File: src/design/srs_ram.sv
// srs_ram: generic single-write, single-read memory with registered read
// no dependencies
module srs_ram #(
   parameter int WIDTH = 8,
   parameter int DEPTH = 16
) (
   input  logic                                 clock,
   input  logic                                 we,
   input  logic [(DEPTH > 1 ? $clog2(DEPTH) : 1)-1:0] waddr,
   input  logic [WIDTH-1:0]                     wdata,
   input  logic [(DEPTH > 1 ? $clog2(DEPTH) : 1)-1:0] raddr,
   output logic [WIDTH-1:0]                     rdata
);
   logic [WIDTH-1:0] mem [DEPTH];

   always_ff @(posedge clock) begin
      if (we) begin
         mem[waddr] <= wdata;
      end
      rdata <= mem[raddr];
   end
endmodule

File: config.mk
export PLATFORM = sky130hd
export DESIGN_NAME = srs_ram
export DESIGN_NICKNAME = d
export VERILOG_FILES = /design/src/design/srs_ram.sv
export SDC_FILE = /design/constraint.sdc
export NUM_CORES = 1
export LEC_CHECK = 0
export ABC_CLOCK_PERIOD_IN_PS = 4350
export BUFFER_PORTS_ARGS = -buffer_cell sky130_fd_sc_hd__buf_2
export CELL_PAD_IN_SITES_DETAIL_PLACEMENT = 1
export CELL_PAD_IN_SITES_GLOBAL_PLACEMENT = 1
export CORE_MARGIN = 2
export CORE_UTILIZATION = 57
export DETAILED_ROUTE_END_ITERATION = 8
export HOLD_SLACK_MARGIN = 0.15
export PLACE_DENSITY = 0.82
export REMOVE_ABC_BUFFERS = 1
export SLEW_MARGIN = 5
export SYNTH_ARGS = -nofsm -noshare
export SYNTH_HDL_FRONTEND = slang
export SYNTH_SLANG_ARGS = --single-unit
File: constraint.sdc
create_clock -name clock -period 4.35 [get_ports clock]
set_input_delay 0.2175 -clock clock [delete_from_list [all_inputs] [get_ports clock]]
set_output_delay 0.2175 -clock clock [all_outputs]
set_load 0.01 [all_outputs]
==> results.sh <==
export IMPL_status="complete, no violations"
export IMPL_critPathMaxStageDelay_ns=0.76
export IMPL_antenna_found_initial=0
export IMPL_synth_seq_cells=136
export IMPL_p_clk_share_pct=46.5
export IMPL_setup_repair_after_global_routing_missed_its_margin="false"
export IMPL_final_layout_size_suffix_gt1_share_pct=28.0
export IMPL_via_count_of_the_first_global_routing_pass=2728
export IMPL_area_taken_by_flip_flops_and_latches_um2=4000
export IMPL_slowest_stage="buf_2"
export IMPL_worst_setup_end_kind="flop"
export IMPL_worst_ep_arrival_time_ns=2.03
export IMPL_worst_path_dominant_cell_family="buffers and inverters"
export IMPL_port_buffer_count=25
export IMPL_hold_viol=0
export IMPL_yosysWarningCount=0
export IMPL_critPathLaunch="raddr[0]"
export IMPL_netlist_area_um2=5150
export IMPL_timing_critical_path_required_ns=4.75
export IMPL_maxCapViolCount=0
export IMPL_power_internal_w=0.00237
export IMPL_sequentialPowerShare_pct=48.9
export IMPL_final_min_period_over_clock_period_pct=37.5
export IMPL_die_h_um=99.0
export IMPL_ranking_of_synthesized_cells_by_area="edfxtp_1 (75%), mux4_2 (7.9%), mux4_1 (7.1%), dfxtp_1 (3.1%), a22oi_1 (2.3%)"
export IMPL_diodes=0
export IMPL_detailedRoute_firstPassIterationCount=4
export IMPL_placed_cells_incl_taps=354
export IMPL_clock_tree_htree_level_count=4
export IMPL_synth_seq_area_share_pct=77.8
export IMPL_cts_hold_repair_buffers=8
export IMPL_rr_startpoint="mem[2][7]$_DFFE_PP_"
export IMPL_tns_ns=0
export IMPL_grt_start_max_net_pins=33
export IMPL_netlist_instances=229
export IMPL_area_of_the_die_um2=9810
export IMPL_syn2layout_area_growth_pct=16.9
export IMPL_max_vdd_ir_drop_uv=378
export IMPL_setup_viol_count_final=0
export IMPL_swShare_pct=21.6
export IMPL_place_gp_congestion=0.705
export IMPL_slew_viol_final=0
export IMPL_fin_skew_ns=0.00804
export IMPL_clkLatencyLatePin_ns=0.52
export IMPL_worst_hold_path_type="in -> reg"
export IMPL_design_portCount=26
export IMPL_drt_first_iter_violations=202
export IMPL_cts_root_buffer="clkbuf_8"
export IMPL_worst_slew_margin_rel_pct=30.1
export IMPL_final_design_area_no_fill_um2=6020
export IMPL_row_count=34
export IMPL_final_layout_fill_cell_count=669
export IMPL_dpl_cell_area_um2=5340
export IMPL_post_cts_resized_instances=0
export IMPL_min_from="waddr[0]"
export IMPL_finalWirelength_um=10700
export IMPL_wl_per_cell_um=27.2
export IMPL_grt_util_all_layers_pct=24.2
export IMPL_start_util_pct=59.0
export IMPL_dpl_hpwl_um=6510
export IMPL_crit_fanout=32
export IMPL_critical_path_startpoint_type="input port"
export IMPL_worst_setup_hold_path_clk_slew_ns=0.06
export IMPL_detailroute_via_count=2460
export IMPL_worst_setup_path_type="in -> reg"
export IMPL_final_instance_count_excl_fill=394
export IMPL_cts_buffers_inserted=17
export IMPL_globalRoute_totalOverflow=0
export IMPL_drt_drc_violations_left=0
export IMPL_post_cts_setup_buffer_count=0
export IMPL_p_per_area_nw_per_um2=502
export IMPL_path_cells="buf_2 -> mux4_1 -> a22oi_1 -> nand2_1"
export IMPL_ys_types=19
export IMPL_timing_fmax_mhz=614
export IMPL_finalNetCount=291
export IMPL_worstPathBufferInverterCount=1
export IMPL_grt_first_pass_wirelength_um=16400
export IMPL_synthesis_area_per_instance_um2=22.5
export IMPL_layout_core_utilization_pct=69.0
export IMPL_antenna_violating_nets_post_route=0
export IMPL_synth_top_cell_area_share_pct=74.7
export IMPL_clock_tree_buffer_depth=2
export IMPL_p_leak_nw=2.02
export IMPL_finalCriticalPeriod_ns=1.63
export IMPL_synth_area_leader_cell="edfxtp_1"
export IMPL_comb_power_share_pct=4.6
export IMPL_cts_tree="yes"
export IMPL_core_region_area_um2=8720
export IMPL_drt_vias_per_instance=6.24
export IMPL_die_w_um=99.0
export IMPL_p_sw_w=0.000652
export IMPL_multi_input_comb_area_um2=1070
export IMPL_cts_num_sinks=136
export IMPL_tightest_slew_ns=1.04
## cell families (layout without fill, tap and decap cells)
group	Yosys count	in the layout	synth area share [%]
compound gates	16	16	2.33
simple gates	35	35	3.18
mux	32	32	15.0
flops	136	136	77.8
buf+inv	10	67	1.68
## registers in the layout (all words and copies together), names as in the netlist
register	count
mem	128
rdata	8
## Yosys cell counts
cell type        number
buf_4                 1
mux4_1               14
edfxtp_1            128
nand3_1               1
nor2_1               13
buf_6                 3
nand2_1               9
dfxtp_1               8
or3b_2                1
nor3_1                4
nand2b_1              2
nor2b_1               1
clkdlybuf4s25_2       3
buf_2                 3
and2_1                1
nand3b_1              2
mux4_2               18
a22oi_1              16
and2b_1               1
## layer usage
metal  global-route usage, %  part of all wire, %  routed length (um)
met1                    32.7                   41                4400
met2                    38.6                   52                5530
met3                    6.74                  6.0                 644
met4                    8.54                  1.3                 138
met5                       0                    0                   0
## metrics by stage
step | hold slack, ns | power, W | worst slack, ns
2_1_floorplan | 0.316 | 0.00156 | 2.64
3_3_place_gp | 0.590 | 0.00163 | 2.07
3_5_place_dp | 0.611 | 0.00164 | 1.91
4_1_cts | 0.170 | 0.00304 | 2.47
5_1_grt | 0.210 | 0.00311 | 2.55
6_report | 0.204 | 0.00302 | 2.72
## final timing paths
check / end / slack [ns] / depth (start not counted)
max: rdata[0]$_DFF_P_ / 2.72 / 4
min: mem[0][0]$_DFFE_PP_ / 0.20 / 2
max reg2reg: rdata[7]$_DFF_P_ / 2.93 / 3
min reg2reg: rdata[4]$_DFF_P_ / 0.69 / 3
## area by class of cell
class	count	share of cell area (%)
flip-flops and latches	136	66.5
clock inverters	14	2.74
multi-input cells	83	17.7
well taps	108	2.24
repair buffers	35	3.66
clock buffers	18	7.11
## power groups by stage
stage / clock, W / combinational (W) / sequential (W)
global placement: 0 / 0.000126 / 0.00150
global route: 0.00148 / 0.000150 / 0.00148
finish: 0.00140 / 0.000138 / 0.00148
floorplan: 0 / 0.0000587 / 0.00150
detailed placement: 0 / 0.000132 / 0.00150
CTS: 0.00142 / 0.000139 / 0.00148
## cells in the final DEF (no fill, tap or decap), drive strengths merged
cell,n
clkinv,6
nor2b,1
clkbuf,18
nor2,13
nor3,4
nand2b,2
or3b,1
nand2,9
mux4,32
a22oi,16
buf,27
clkinvlp,2
nand3,1
inv,4
dfxtp,8
and2,1
edfxtp,128
bufinv,2
nand3b,2
dlygate4sd3,8
and2b,1
Note: power is estimated with default switching activity, not from simulation.
