===== config.mk =====
export PLATFORM = sky130hd
export DESIGN_NAME = srs_backoff
export DESIGN_NICKNAME = d
export VERILOG_FILES = /design/src/design/srs_pkg.sv /design/src/design/srs_backoff.sv
export SDC_FILE = /design/constraint.sdc
export NUM_CORES = 1
export LEC_CHECK = 0
export ABC_AREA = 0
export ABC_CLOCK_PERIOD_IN_PS = 13200
export BUFFER_PORTS_ARGS = -buffer_cell sky130_fd_sc_hd__clkbuf_2
export CAP_MARGIN = 20
export CORE_ASPECT_RATIO = 1.2
export CORE_MARGIN = 5
export CORE_UTILIZATION = 30
export CTS_CLUSTER_SIZE = 14
export DETAILED_ROUTE_END_ITERATION = 12
export PLACE_DENSITY = 0.51
export SYNTH_ARGS = -nofsm -noshare
export SYNTH_HDL_FRONTEND = slang
export SYNTH_SLANG_ARGS = --single-unit

===== constraint.sdc =====
create_clock -name clock -period 13.2 [get_ports clock]
set_input_delay 0.66 -clock clock [delete_from_list [all_inputs] [get_ports clock]]
set_output_delay 0.66 -clock clock [all_outputs]
set_load 0.01 [all_outputs]

===== src/design/srs_pkg.sv =====
// srs_pkg: command, status and decision codes, the slot record and the
// sequencer states of the service restart supervisor
// no dependencies
package srs_pkg;

   typedef enum logic [2:0] {
      CMD_REGISTER   = 3'd0,
      CMD_UNREGISTER = 3'd1,
      CMD_SET_HB     = 3'd2,
      CMD_START      = 3'd3,
      CMD_HEARTBEAT  = 3'd4,
      CMD_EXIT       = 3'd5,
      CMD_EVALUATE   = 3'd6,
      CMD_UNKNOWN    = 3'd7
   } cmd_type;

   typedef enum logic [2:0] {
      ST_OK          = 3'd0,
      ST_INVALID     = 3'd1,
      ST_NOT_FOUND   = 3'd2,
      ST_BUSY        = 3'd3,
      ST_NOT_RUNNING = 3'd4
   } status_type;

   typedef enum logic [2:0] {
      DEC_CONTINUE = 3'd0,
      DEC_RESTART  = 3'd1,
      DEC_GIVE_UP  = 3'd2,
      DEC_ESCALATE = 3'd3,
      DEC_WAIT     = 3'd4
   } decision_type;

   localparam logic [1:0] POL_NEVER      = 2'd0;
   localparam logic [1:0] POL_ON_FAILURE = 2'd1;
   localparam logic [1:0] POL_ALWAYS     = 2'd2;

   // in-use lives in flops outside the memory
   typedef struct packed {
      logic        run;
      logic        gave;
      logic [1:0]  policy;
      logic [7:0]  limit;
      logic [7:0]  count;
      logic [63:0] window;
      logic [63:0] base;
      logic [63:0] cap;
      logic [63:0] hb;
      logic [63:0] started;
      logic [63:0] last_beat;
      logic [63:0] last_restart;
      logic [63:0] pending;
   } slot_rec_type;

   localparam int REC_W = $bits(slot_rec_type);

   typedef struct packed {
      logic        start;
      logic [63:0] base;
      logic [63:0] cap;
      logic [7:0]  count;
   } bo_req_type;

   typedef enum logic [2:0] {
      S_IDLE,
      S_LOAD,
      S_CALC,
      S_EXIT2,
      S_BACK,
      S_EVAL2,
      S_OUT
   } state_type;

endpackage


===== src/design/srs_backoff.sv =====
// srs_backoff: capped doubling of the restart delay, one doubling a cycle
// depends on srs_pkg
module srs_backoff (
   input  logic               clock,
   input  logic               reset,
   input  srs_pkg::bo_req_type req,
   output logic               done,
   output logic [63:0]        result
);
   import srs_pkg::*;

   logic        busy_ff;
   logic        done_ff;
   logic [63:0] b_ff;
   logic [7:0]  i_ff;
   logic [7:0]  count_ff;
   logic [63:0] cap_ff;

   always_ff @(posedge clock) begin
      if (reset) begin
         busy_ff <= 1'b0;
         done_ff <= 1'b0;
      end else begin
         done_ff <= 1'b0;
         if (req.start) begin
            busy_ff  <= 1'b1;
            b_ff     <= req.base;
            cap_ff   <= req.cap;
            count_ff <= req.count;
            i_ff     <= 8'd1;
         end else if (busy_ff) begin
            if (i_ff < count_ff && b_ff != 64'd0) begin
               if (b_ff > (cap_ff >> 1)) begin
                  b_ff    <= cap_ff;
                  busy_ff <= 1'b0;
                  done_ff <= 1'b1;
               end else begin
                  b_ff <= b_ff << 1;
                  i_ff <= i_ff + 8'd1;
               end
            end else begin
               if (cap_ff != 64'd0 && b_ff > cap_ff) begin
                  b_ff <= cap_ff;
               end
               busy_ff <= 1'b0;
               done_ff <= 1'b1;
            end
         end
      end
   end

   assign done   = done_ff;
   assign result = b_ff;
endmodule

==> run summary <==
Mapped Cells -> 927
Slew Limit Fails -> 0
clk buf depth -> 2
Setup Fix Bufs, Post-CTS -> 0
clock root buffer -> clkbuf_16
layout net count -> 1,390
min Tclk post-route -> 4.03 ns
Slowest-stage cell, CP -> buf_4
Post-Route Setup TNS -> 0 ns
DP Wirelength -> 24,300 um
cts hold-fix bufs -> 0
initial antenna violation count -> 0
first-pass GRT wire length -> 49,800 um
die height -> 206 um
core area -> 0.0315 mm^2
Mapped Area -> 0.00962 mm^2
Clk Latency, worst-skew pair -> 0.44 ns
Startpoint Class -> flop
clock share of power -> 34.7%
P_sw -> 0.437 mW
I/O pin cnt -> 204
Avg WL per Cell -> 21.4 um
Peak VDD IR -> 0.0841 mV
die footprint -> 0.0358 mm^2
Setup WS pre-CTS -> 9.23 ns
CP Capture Type -> flop
CP Data Required Time -> 13.25 ns
Final Core Density -> 36.9%
Synth Flop Type -> edfxtp_1
ANT cells -> 0
final setup violation count -> 0
post-synth cell types -> 49
area grow syn2layout -> 20.9%
Comb power frac -> 20.9%
FF+latch count, synth -> 146
Fin. Hold Viols -> 0
Post-synth EDFFs -> 144
clk slew on worst S/H paths -> 0.07 ns
fmax -> 248 MHz
crit share post-route -> 30.5%
final worst slack -> 9.17 ns
Critical Path AT -> 4.08 ns
Tightest Hold Check Type -> input pin to flop
Iteration-0 DRC Markers -> 665
kind of critical path -> flop to flop
syn avg cell area -> 10.4 um^2
num rows -> 71
sw frac -> 31.9%
vias in the first global route -> 8,387
Seq/Total Area, Yosys -> 45.4%
CTS H-tree depth -> 4
skew final -> 0.0191 ns
post-cts resize count -> 0
CTS Sinks -> 146
outcome -> finished, final reports clean
crit path max fanout -> 66
RSZ-0062 raised after global routing -> false
Rel. slew slack -> 35.3%
Internal -> 0.932 mW
vias -> 8,250
ys async rst share -> 0%
total of max-cap violations -> 0
Final Wtd Congestion -> 0.855
register share of total power -> 44.4%
largest net degree at the start of global routing -> 73
DIE WIDTH -> 173 um
slew at the pin closest to its max-slew limit -> 0.970 ns
multi-input logic area -> 0.00482 mm^2
Reg area -> 0.00436 mm^2
number of buffers created by CTS -> 17
Hold Slack -> 0.391 ns
leakage -> 4.91 nW
Critical Path Max Stage Delay -> 0.75 ns
FILL cells -> 3,170
Initial DRT Pass Iterations -> 5
CTS tree -> done
syn_nets -> 1,201
DRT Wirelength -> 32,800 um
GRT Util Overall -> 18.1%
Pwr per Cell Area -> 118 mW/mm^2
Syn. warnings -> 0
IO buf count -> 203
global route overflow -> 0
ANT nets after route -> 0
critical-path cell list -> ha_1, o21ai_0, a21oi_1, o21ai_1, nand2b_1, a2111oi_2, buf_4, a21oi_1, o22ai_4, buf_4
layout cell share with drive strength beyond 1 -> 21.9%
Post-Layout Inst Area -> 0.0116 mm^2
Vias/cell -> 5.39
placed cell area -> 0.0111 mm^2
drt drc -> 0
Initial Util -> 30.5%
[Yosys cell counts, types with 4 or more instances]
library cell / count / share of area (%)
nor4_1: 38 / 2.5
nand4_1: 35 / 2.3
xor2_1: 4 / 0.36
a21oi_1: 107 / 5.6
o21a_1: 4 / 0.31
nand3_1: 12 / 0.62
a211oi_1: 4 / 0.31
nand2b_1: 4 / 0.26
nor3_1: 4 / 0.21
a21o_1: 21 / 1.6
a31oi_1: 64 / 4.2
o21ai_0: 84 / 4.4
inv_1: 76 / 3.0
nor2_1: 20 / 0.78
buf_4: 4 / 0.31
nor2b_1: 72 / 4.7
nand2_1: 15 / 0.59
ha_1: 135 / 18
and3_1: 4 / 0.26
edfxtp_1: 144 / 45
o211ai_1: 4 / 0.31
clkbuf_1: 32 / 1.2
[flip-flops by register name (all words and copies together) (netlist names)]
name / flops
done: 1
busy_ff: 1
cap_ff: 64
i_ff: 8
count_ff: 8
result: 64
[worst paths after layout]
kind | from | endpoint | slack (ns) | cells past startpoint
setup / recovery | i_ff[2] | result[4] | 9.17 | 10
hold / removal | req[28] | cap_ff[20] | 0.39 | 1
setup reg to reg | i_ff[2] | result[4] | 9.17 | 10
hold reg to reg | busy_ff | done | 0.62 | 2
[power groups by stage]
stage               sequential [mW]  combinational, mW  clock, mW
floorplan                     0.605              0.176          0
detailed placement            0.619              0.286          0
CTS                           0.610              0.288      0.485
global route                  0.614              0.324      0.504
finish                        0.609              0.286      0.475
global placement              0.619              0.279          0
[through the flow]
step | cells | total power, mW
floorplan | 927 | 0.781
global placement | 1497 | 0.898
detailed placement | 1498 | 0.905
CTS | 1530 | 1.38
global route | 1530 | 1.44
finish | 1530 | 1.37
[kinds of logic (layout without fill, tap and decap cells)]
group / Yosys count / in the layout / synth area share [%]
and+or+nand+nor: 212 / 212 / 12.8
DFF: 146 / 146 / 45.4
adders and majority gates: 135 / 135 / 17.6
AOI/OAI and AO/OA: 311 / 311 / 18.8
xor gates and xnor gates: 6 / 6 / 0.546
buffers and inverters: 117 / 319 / 4.90
[critical path: cells and delay by family, from the launching register on]
kind	cells	cell delay (ns)
buf+inv	2	1.48
compound gates	6	1.15
flops	1	0.48
fa+ha+maj	1	0.33
simple gates	1	0.11
[layout by cell type, fill, tap and decap left out, drive strengths merged, types with 4 or more instances in the layout]
| cell type | n |
|---|---|
| o21a | 4 |
| nor3 | 4 |
| a31oi | 64 |
| and3 | 4 |
| a211oi | 4 |
| inv | 79 |
| nor4 | 38 |
| clkbuf | 219 |
| nand3 | 12 |
| ha | 135 |
| nor2 | 20 |
| nor2b | 72 |
| a21oi | 107 |
| nand4 | 35 |
| nand2b | 4 |
| o211ai | 4 |
| clkinvlp | 4 |
| o21ai | 87 |
| xor2 | 4 |
| buf | 9 |
| clkinv | 7 |
| edfxtp | 144 |
| nand2 | 15 |
| a21o | 21 |
[metal layers]
layer / part of all wire [%] / vias to the layer above / global-route usage [%]
met5: 0 / - / 0
met4: 2.1 / 0 / 5.56
met3: 5.1 / 38 / 3.60
met2: 49 / 256 / 30.9
met1: 44 / 4011 / 23.3
li1: - / 3945 / -
[final cells by class]
| class | count | area share, % |
|---|---|---|
| well taps | 401 | 4.31 |
| clock buffers | 17 | 3.66 |
| inverters | 76 | 2.45 |
| multi-input cells | 664 | 41.5 |
| repair buffers | 211 | 9.45 |
| clock inverters | 15 | 1.15 |
| flip-flops and latches | 146 | 37.5 |
No activity file was read; power rests on OpenSTA's default activity.
